<file path="src/rtl/ptts_pkg.sv">
// Shared types and codes for the periodic task table scheduler.
package ptts_pkg;

   localparam int ID_W      = 8;
   localparam int TIME_W    = 32;
   localparam int MODE_W    = 3;
   localparam int TCOUNT_W  = 4;

   // A run scan reports at most this many tasks.
   localparam int MAX_RESULTS = 8;
   localparam int RESULT_W    = $clog2(MAX_RESULTS);

   localparam logic [MODE_W-1:0] MODE_TICK   = 3'd0;
   localparam logic [MODE_W-1:0] MODE_RUN    = 3'd1;
   localparam logic [MODE_W-1:0] MODE_ADD    = 3'd2;
   localparam logic [MODE_W-1:0] MODE_REMOVE = 3'd3;
   localparam logic [MODE_W-1:0] MODE_ENABLE = 3'd4;

   localparam int ACT_W = 3;
   localparam logic [ACT_W-1:0] ACT_NOP    = 3'd0;
   localparam logic [ACT_W-1:0] ACT_ADD    = 3'd1;
   localparam logic [ACT_W-1:0] ACT_REMOVE = 3'd2;
   localparam logic [ACT_W-1:0] ACT_ENABLE = 3'd3;
   localparam logic [ACT_W-1:0] ACT_SNAP   = 3'd4;
   localparam logic [ACT_W-1:0] ACT_FIRE   = 3'd5;

   typedef struct packed {
      logic [ID_W-1:0]   id;
      logic [TIME_W-1:0] period;
      logic [TIME_W-1:0] next_run;
      logic              enabled;
   } entry_type;

   typedef struct packed {
      logic [ACT_W-1:0]  action;
      logic [ID_W-1:0]   id;
      logic [TIME_W-1:0] period;
      logic [TIME_W-1:0] offset;
      logic              enable;
      logic [TIME_W-1:0] ticks;
   } ctl_type;

   typedef struct packed {
      logic              selected;
      logic              rest;
      logic [ID_W-1:0]   fire_id;
   } stat_type;

   typedef struct packed {
      logic [MODE_W-1:0] mode;
      logic [ID_W-1:0]   task_id;
      logic [TIME_W-1:0] period;
      logic [TIME_W-1:0] offset;
      logic              enable;
   } req_type;

endpackage

</file>
<file path="src/rtl/periodic_task_table_scheduler.sv">
// Top level: command sequencer, tick counter and result register over a row of task slots.
// Each transaction is accepted while idle, then executed; its result is registered.
// Tick, add, remove and set-enable give a single result. A run scan takes a snapshot and
// then gives one result per due task (at most eight), or one empty result if none is due.
// A new result waits while rsp_ready is low and the previous one is still held.
// Reset clears the table, the task count and the tick count.
module periodic_task_table_scheduler #(
   parameter int TASK_SLOTS = 8
) (
   input  logic                            clock,
   input  logic                            reset,
   input  logic                            req_valid,
   output logic                            req_ready,
   input  logic [ptts_pkg::MODE_W-1:0]     req_mode,
   input  logic [ptts_pkg::ID_W-1:0]       req_task_id,
   input  logic [ptts_pkg::TIME_W-1:0]     req_period,
   input  logic [ptts_pkg::TIME_W-1:0]     req_offset,
   input  logic                            req_enable,
   output logic                            rsp_valid,
   input  logic                            rsp_ready,
   output logic                            rsp_ok,
   output logic                            rsp_fired,
   output logic [ptts_pkg::ID_W-1:0]       rsp_fired_task,
   output logic [ptts_pkg::TIME_W-1:0]     rsp_tick_count,
   output logic [ptts_pkg::TCOUNT_W-1:0]   rsp_task_count,
   output logic                            rsp_last
);

   localparam int CNT_W = $clog2(TASK_SLOTS + 1);
   localparam logic [CNT_W-1:0] FULL = CNT_W'(TASK_SLOTS);
   localparam logic [ptts_pkg::RESULT_W-1:0] LAST_N =
      ptts_pkg::RESULT_W'(ptts_pkg::MAX_RESULTS - 1);

   localparam logic [1:0] S_IDLE = 2'd0;
   localparam logic [1:0] S_EXEC = 2'd1;
   localparam logic [1:0] S_SCAN = 2'd2;

   logic [1:0]                      state_ff, state_in;
   ptts_pkg::req_type               cmd_ff, cmd_in;
   logic [ptts_pkg::TIME_W-1:0]     ticks_ff, ticks_in;
   logic [CNT_W-1:0]                count_ff, count_in;
   logic [ptts_pkg::RESULT_W-1:0]   n_ff, n_in;

   logic                            rsp_valid_ff, rsp_valid_in;
   logic                            ok_ff, ok_in;
   logic                            fired_ff, fired_in;
   logic [ptts_pkg::ID_W-1:0]       fired_task_ff, fired_task_in;
   logic [ptts_pkg::TIME_W-1:0]     tick_out_ff, tick_out_in;
   logic [ptts_pkg::TCOUNT_W-1:0]   task_count_ff, task_count_in;
   logic                            last_ff, last_in;

   ptts_pkg::ctl_type               ctl;
   logic [ptts_pkg::ACT_W-1:0]      action;
   ptts_pkg::entry_type             entry_out [TASK_SLOTS];
   ptts_pkg::stat_type              stat      [TASK_SLOTS];
   logic [TASK_SLOTS:0]             found_chain;
   logic [TASK_SLOTS:0]             pending_chain;
   logic [TASK_SLOTS-1:0]           sel_vec;
   logic [TASK_SLOTS-1:0]           rest_vec;
   logic [ptts_pkg::ID_W-1:0]       fire_id;
   logic                            found;
   logic                            any_pending;
   logic                            more;
   logic                            slot_free;
   logic                            is_last;

   assign found_chain[0]   = 1'b0;
   assign pending_chain[0] = 1'b0;

   assign ctl.action = action;
   assign ctl.id     = cmd_ff.task_id;
   assign ctl.period = cmd_ff.period;
   assign ctl.offset = cmd_ff.offset;
   assign ctl.enable = cmd_ff.enable;
   assign ctl.ticks  = ticks_ff;

   for (genvar i = 0; i < TASK_SLOTS; i++) begin : g_slot
      ptts_pkg::entry_type above;
      if (i == TASK_SLOTS - 1) begin : g_top
         assign above = '0;
      end else begin : g_mid
         assign above = entry_out[i+1];
      end
      ptts_cell #(
         .IDX   (i),
         .CNT_W (CNT_W)
      ) u_cell (
         .clock       (clock),
         .reset       (reset),
         .ctl         (ctl),
         .count       (count_ff),
         .above_in    (above),
         .found_in    (found_chain[i]),
         .pending_in  (pending_chain[i]),
         .entry_out   (entry_out[i]),
         .found_out   (found_chain[i+1]),
         .pending_out (pending_chain[i+1]),
         .stat        (stat[i])
      );
      assign sel_vec[i]  = stat[i].selected;
      assign rest_vec[i] = stat[i].rest;
   end

   always_comb begin
      fire_id = '0;
      for (int i = 0; i < TASK_SLOTS; i++) begin
         fire_id = fire_id | stat[i].fire_id;
      end
   end

   assign found       = found_chain[TASK_SLOTS];
   assign any_pending = pending_chain[TASK_SLOTS];
   assign more        = |rest_vec;
   assign slot_free   = !rsp_valid_ff || rsp_ready;
   assign is_last     = !more || (n_ff == LAST_N);
   assign req_ready   = (state_ff == S_IDLE);

   always_comb begin
      state_in      = state_ff;
      cmd_in        = cmd_ff;
      ticks_in      = ticks_ff;
      count_in      = count_ff;
      n_in          = n_ff;
      action        = ptts_pkg::ACT_NOP;
      rsp_valid_in  = rsp_valid_ff && !rsp_ready;
      ok_in         = ok_ff;
      fired_in      = fired_ff;
      fired_task_in = fired_task_ff;
      tick_out_in   = tick_out_ff;
      task_count_in = task_count_ff;
      last_in       = last_ff;
      case (state_ff)
         S_IDLE: begin
            if (req_valid) begin
               cmd_in.mode    = req_mode;
               cmd_in.task_id = req_task_id;
               cmd_in.period  = req_period;
               cmd_in.offset  = req_offset;
               cmd_in.enable  = req_enable;
               state_in       = S_EXEC;
            end
         end
         S_EXEC: begin
            if (cmd_ff.mode == ptts_pkg::MODE_RUN) begin
               action   = ptts_pkg::ACT_SNAP;
               n_in     = '0;
               state_in = S_SCAN;
            end else if (slot_free) begin
               ok_in = 1'b0;
               case (cmd_ff.mode)
                  ptts_pkg::MODE_TICK: begin
                     ticks_in = ticks_ff + 32'd1;
                  end
                  ptts_pkg::MODE_ADD: begin
                     if ((count_ff < FULL) && (cmd_ff.task_id != '0) && !found) begin
                        ok_in    = 1'b1;
                        action   = ptts_pkg::ACT_ADD;
                        count_in = count_ff + CNT_W'(1);
                     end
                  end
                  ptts_pkg::MODE_REMOVE: begin
                     if (found) begin
                        ok_in    = 1'b1;
                        action   = ptts_pkg::ACT_REMOVE;
                        count_in = count_ff - CNT_W'(1);
                     end
                  end
                  ptts_pkg::MODE_ENABLE: begin
                     if (found) begin
                        ok_in  = 1'b1;
                        action = ptts_pkg::ACT_ENABLE;
                     end
                  end
                  default: begin
                  end
               endcase
               rsp_valid_in  = 1'b1;
               fired_in      = 1'b0;
               fired_task_in = '0;
               tick_out_in   = ticks_in;
               task_count_in = ptts_pkg::TCOUNT_W'(count_in);
               last_in       = 1'b1;
               state_in      = S_IDLE;
            end
         end
         S_SCAN: begin
            if (slot_free) begin
               rsp_valid_in  = 1'b1;
               ok_in         = 1'b0;
               tick_out_in   = ticks_ff;
               task_count_in = ptts_pkg::TCOUNT_W'(count_ff);
               if (!any_pending) begin
                  fired_in      = 1'b0;
                  fired_task_in = '0;
                  last_in       = 1'b1;
                  state_in      = S_IDLE;
               end else begin
                  action        = ptts_pkg::ACT_FIRE;
                  fired_in      = 1'b1;
                  fired_task_in = fire_id;
                  last_in       = is_last;
                  n_in          = n_ff + ptts_pkg::RESULT_W'(1);
                  if (is_last) begin
                     state_in = S_IDLE;
                  end
               end
            end
         end
         default: begin
            state_in = S_IDLE;
         end
      endcase
   end

   always_ff @(posedge clock) begin
      cmd_ff        <= cmd_in;
      n_ff          <= n_in;
      ok_ff         <= ok_in;
      fired_ff      <= fired_in;
      fired_task_ff <= fired_task_in;
      tick_out_ff   <= tick_out_in;
      task_count_ff <= task_count_in;
      last_ff       <= last_in;
      if (reset) begin
         state_ff     <= S_IDLE;
         ticks_ff     <= '0;
         count_ff     <= '0;
         rsp_valid_ff <= 1'b0;
      end else begin
         state_ff     <= state_in;
         ticks_ff     <= ticks_in;
         count_ff     <= count_in;
         rsp_valid_ff <= rsp_valid_in;
      end
   end

   assign rsp_valid      = rsp_valid_ff;
   assign rsp_ok         = ok_ff;
   assign rsp_fired      = fired_ff;
   assign rsp_fired_task = fired_task_ff;
   assign rsp_tick_count = tick_out_ff;
   assign rsp_task_count = task_count_ff;
   assign rsp_last       = last_ff;

   a_count_bound: assert property (@(posedge clock) disable iff (reset)
      count_ff <= FULL)
      else $error("task count exceeds the table size");

   a_one_selected: assert property (@(posedge clock) disable iff (reset)
      $onehot0(sel_vec))
      else $error("more than one slot selected during a run scan");

   a_fired_result: assert property (@(posedge clock) disable iff (reset)
      (rsp_valid_ff && fired_ff) |-> (!ok_ff && (fired_task_ff != '0)))
      else $error("fired result carries ok or a zero task id");

   a_accept_exec: assert property (@(posedge clock) disable iff (reset)
      (req_valid && req_ready) |=> (state_ff == S_EXEC))
      else $error("accepted transaction did not enter execution");

endmodule

</file>
<file path="src/rtl/ptts_cell.sv">
// One table slot: holds a task entry and passes search and shift data to its neighbors.
module ptts_cell #(
   parameter int IDX   = 0,
   parameter int CNT_W = 4
) (
   input  logic                clock,
   input  logic                reset,
   input  ptts_pkg::ctl_type   ctl,
   input  logic [CNT_W-1:0]    count,
   input  ptts_pkg::entry_type above_in,
   input  logic                found_in,
   input  logic                pending_in,
   output ptts_pkg::entry_type entry_out,
   output logic                found_out,
   output logic                pending_out,
   output ptts_pkg::stat_type  stat
);

   localparam logic [CNT_W-1:0] MY_IDX = CNT_W'(IDX);

   ptts_pkg::entry_type entry_ff, entry_in;
   logic                pend_ff, pend_in;
   logic                match;
   logic                due;
   logic                sel;
   logic [ptts_pkg::TIME_W-1:0] resched;

   assign match   = (entry_ff.id == ctl.id) && (ctl.id != '0);
   assign due     = entry_ff.enabled && (ctl.ticks >= entry_ff.next_run);
   assign sel     = pend_ff && !pending_in;
   assign resched = ctl.ticks + entry_ff.period;

   // Found and pending travel upward: each is true if it holds here or in a lower slot.
   assign found_out   = found_in | match;
   assign pending_out = pending_in | pend_ff;
   assign entry_out   = entry_ff;

   assign stat.selected = sel;
   assign stat.rest     = pend_ff && pending_in;
   assign stat.fire_id  = sel ? entry_ff.id : '0;

   always_comb begin
      entry_in = entry_ff;
      pend_in  = pend_ff;
      case (ctl.action)
         ptts_pkg::ACT_ADD: begin
            if (count == MY_IDX) begin
               entry_in.id       = ctl.id;
               entry_in.period   = ctl.period;
               entry_in.next_run = ctl.offset;
               entry_in.enabled  = 1'b1;
            end
         end
         ptts_pkg::ACT_REMOVE: begin
            // Slots at and above the removed one take the contents of the slot above.
            if (found_out) begin
               entry_in = above_in;
            end
         end
         ptts_pkg::ACT_ENABLE: begin
            if (match) begin
               entry_in.enabled = ctl.enable;
               if (ctl.enable && (entry_ff.next_run <= ctl.ticks)) begin
                  entry_in.next_run = resched;
               end
            end
         end
         ptts_pkg::ACT_SNAP: begin
            pend_in = due;
         end
         ptts_pkg::ACT_FIRE: begin
            if (sel) begin
               pend_in           = 1'b0;
               entry_in.next_run = resched;
            end
         end
         default: begin
         end
      endcase
   end

   always_ff @(posedge clock) begin
      entry_ff.period   <= entry_in.period;
      entry_ff.next_run <= entry_in.next_run;
      if (reset) begin
         entry_ff.id      <= '0;
         entry_ff.enabled <= 1'b0;
         pend_ff          <= 1'b0;
      end else begin
         entry_ff.id      <= entry_in.id;
         entry_ff.enabled <= entry_in.enabled;
         pend_ff          <= pend_in;
      end
   end

endmodule
</file>
<file path="config.mk">
export PLATFORM = sky130hd
export DESIGN_NAME = periodic_task_table_scheduler
export DESIGN_NICKNAME = d
export VERILOG_FILES = /design/src/rtl/ptts_pkg.sv /design/src/rtl/periodic_task_table_scheduler.sv /design/src/rtl/ptts_cell.sv
export SDC_FILE = /design/constraint.sdc
export NUM_CORES = 2
export LEC_CHECK = 0
export ABC_AREA = 1
export BUFFER_PORTS_ARGS = -buffer_cell sky130_fd_sc_hd__buf_2
export CAP_MARGIN = 20
export CORE_MARGIN = 1.5
export CORE_UTILIZATION = 58
export DETAILED_ROUTE_END_ITERATION = 6
export PLACE_DENSITY = 0.75
export SYNTH_ARGS = -nofsm -noshare
export SYNTH_HDL_FRONTEND = slang
export SYNTH_SLANG_ARGS = --single-unit
export TNS_END_PERCENT = 30
</file>
<file path="constraint.sdc">
create_clock -name clock -period 5.1 [get_ports clock]
set_clock_uncertainty 0.2 [all_clocks]
set_input_delay 0.51 -clock clock [delete_from_list [all_inputs] [get_ports clock]]
set_output_delay 0.51 -clock clock [all_outputs]
set_load 0.05 [all_outputs]
</file>
==> results.toml <==
[outcome]
outcome = "finished clean"

[place]
dp_hpwl_um = 138000
port-buffer-count = 128
gp_congestion = 1.016

[worst_setup_path]
critPathMaxStageDelay_ns = 0.60
critPathMostFrequentCell = "nand2_8"
arrival_ns = 4.60
worst-path-buf-inv = 3
cp.depth = 18
r2r-start = "cmd_ff[69]"
reg2reg_depth = 18
cpLargestDelayFamily = "simple AND/OR/NAND/NOR gates"
cp-end-kind = "flip-flop"
reg2reg_slack_ns = 0.62
crit_chain = "nor2_1 > nand2_1 > nor2_8 > inv_2 > nand3_1 > nand2_1 > nor2_4 > nand4_2 > nand2_2 > nand2_4 > nand2_8 > nand2_8 > nand2_8 > nor2_2 > nor2_2 > nand2_2 > inv_1 > buf_4"
crit_fanout = 38
worstSetupPathType = "reg2reg"
worstSetupStartpointType = "flip-flop"
slowest_stage = "edfxtp_1"
required_ns = 5.21
reg2reg_to = "g_slot[3].u_cell.entry_out[41]"

[clocking]
post_cts_buffers = 0
numCtsBuffers = 87
cts.sinks = 757
cts_tree = "yes"
clock-root-buffer = "clkbuf_16"
clock_path_buffers = 3
htreeDepth = 3
clk_pin_slew_ns = 0.07
insertion_delay_ns = 0.70

[grt]
met3_usage_pct = 7.020
antenna_found_initial = 2
grt_first_pass_wirelength_um = 264700
gr-total-overflow = 0
grt_pass1_vias = 44410
grt_max_degree = 94
grt.busiest_layer = "met2"
use_met1_pct = 51.53
use_met2_pct = 62.44
grtUsageTotal_pct = 38.92

[synth]
synthesis.area_sq_um = 51500
ys.flop_type = "edfxtp_1"
synth_cells = 5994
yosysUniqueCellTypes = 61
yosysWarnings = 0
synth_seq_cells = 757
synth.largest_area_cell = "edfxtp_1"
syn_avg_cell_area_sq_um = 8.592
syn-num-nets = 6596
yosys-top-cells-area = "edfxtp_1, ha_1, nand2_1, inv_1, a21oi_1"
yosysTopAreaCellShare_pct = 37.20
synth_common_cells = "nand2_1, inv_1, edfxtp_1"
synth.most_common_cell = "nand2_1"
ys_seq_area_share_pct = 41.83
async_flop_share_pct = 0
synth_edf_count = 638

[final_layout]
nNetsFinal = 6868
drive_above_1_share_pct = 8.095
areaGrowthSynthToFinish_pct = 11.60
diodes = 0

[sta]
hold_viol = 0
hold_slack_ns = 0.09563
tns_ns = 0
relSlewSlack_pct = 29.49
finalCritPeriodShare_pct = 87.92
final-max-slew-violation-count = 0
fmax_ghz = 0.2230
fin_crit_ns = 4.484
tightestPinTransition_ns = 1.058
setup_violations = 0
rsz0062_at_grt = "no"

[routing]
routed_wl_um = 178900
wl_per_cell_um = 23.84
firstDrtPassIters = 5
drcViolationCount = 0
ant_nets = 0
vias_per_cell = 6.132
drtIter0Drc = 4903
vias = 46010

[min_path]
hp-class = "in2reg"
hp-start = "rsp_ready"
min_path_cells = 4
min_to = "rsp_valid"

[floorplan]
io_pins = 129
core-area_sq_um = 88240
die_w_um = 301.0
die_h_um = 301.0
start_util_pct = 58.36
rows = 109
dieArea_sq_um = 90590

[flow_run]
drv_cap = 0

[power_and_ir_drop]
p_per_area_nw_per_um2 = 304.7
ir_drop_uv = 343.3
p_leak_nw = 25.45
[state kept, by name, summed over array words and instances, names as in the netlist]
name                     count
g_slot.u_cell.entry_out    584
cmd_ff                      76
rsp_tick_count              32
ticks_ff                    32
g_slot.u_cell.pend_ff        8
rsp_fired_task               8
count_ff                     4
rsp_task_count               4
n_ff                         3
state_ff                     2
rsp_fired                    1
rsp_last                     1
rsp_ok                       1
rsp_valid                    1
[report_power, final]
part	switching [mW]	internal (mW)
logic	2.83	1.34
registers	0.135	6.92
clock network	2.71	3.58
total	5.67	11.8
[per-layer routing]
metal | vias up | share of wire (%)
met5 | - | 0
met4 | 0 | 4.7
met3 | 433 | 9.9
met2 | 2433 | 45
met1 | 21710 | 40
li1 | 21430 | -
[logic make-up after synthesis]
family	share of synthesized area (%)
flops	41.83
compound gates	15.31
xor+xnor	4.422
simple gates	18.95
buf+inv	6.689
fa+ha+maj	12.80
[stage by stage]
stage	total power, mW	utilization [%]	area, sq um	worst slack [ns]	std cells
2_1_floorplan	9.811	-	51500	0.08955	5994
3_3_place_gp	11.07	61.10	53920	0.7231	7266
3_5_place_dp	11.15	61.10	53920	0.6921	7266
4_1_cts	17.40	65.13	57470	0.6496	7502
5_1_grt	18.11	65.13	57470	0.3978	7502
6_report	17.51	65.13	57470	0.6160	7502
[how the worst max path moves through the flow]
stage / start / to / slack [ns]
2_1_floorplan: cmd_ff[65] / g_slot[7].u_cell.entry_out[10] / 0.09
5_1_grt: cmd_ff[69] / g_slot[3].u_cell.entry_out[37] / 0.40
4_1_cts: cmd_ff[69] / g_slot[3].u_cell.entry_out[36] / 0.65
3_3_place_gp: cmd_ff[69] / g_slot[3].u_cell.entry_out[33] / 0.72
3_5_place_dp: cmd_ff[69] / g_slot[3].u_cell.entry_out[33] / 0.69
6_report: cmd_ff[69] / g_slot[3].u_cell.entry_out[41] / 0.62
[cells in the final DEF (no fill, tap or decap), drive strengths merged, types with 2 or more instances in the layout]
cell / n
a2111oi: 6
a211oi: 24
a21boi: 6
a21o: 40
a21oi: 495
a221oi: 7
a22oi: 42
a31o: 8
a31oi: 39
and3: 2
buf: 243
bufinv: 7
clkbuf: 112
clkinv: 44
dfxtp: 119
dlygate4sd3: 76
edfxtp: 638
fa: 8
ha: 514
inv: 696
nand2: 1525
nand3: 178
nand4: 67
nor2: 441
nor3: 60
nor3b: 3
nor4: 29
o2111ai: 7
o211ai: 58
o21a: 20
o21ai: 349
o21bai: 25
o221a: 3
o221ai: 157
o22ai: 8
o31ai: 4
o41ai: 2
or2: 10
xnor2: 133
xor2: 127
[cell type report]
| cell class | instances | area [sq um] |
|---|---|---|
| clock buffer | 112 | 2322 |
| clock inverter | 48 | 470.5 |
| fill | 7286 | 30770 |
| inverter | 699 | 2639 |
| multi-input combinational | 4402 | 26600 |
| sequential | 757 | 21540 |
| tap | 1165 | 1458 |
| timing repair buffer | 319 | 2440 |
[what timing repair did]
action,in CTS,in global routing
hold buffers,76,0
gates resized for setup,0,0
hold endpoints to repair,76,0
[tightest hold or removal path: stages]
cell,delay (ns)
buf_2,0.07
nor2_1,0.11
o21ai_0,0.18
a31oi_1,0.05
Note: power is estimated with default switching activity, not from simulation.
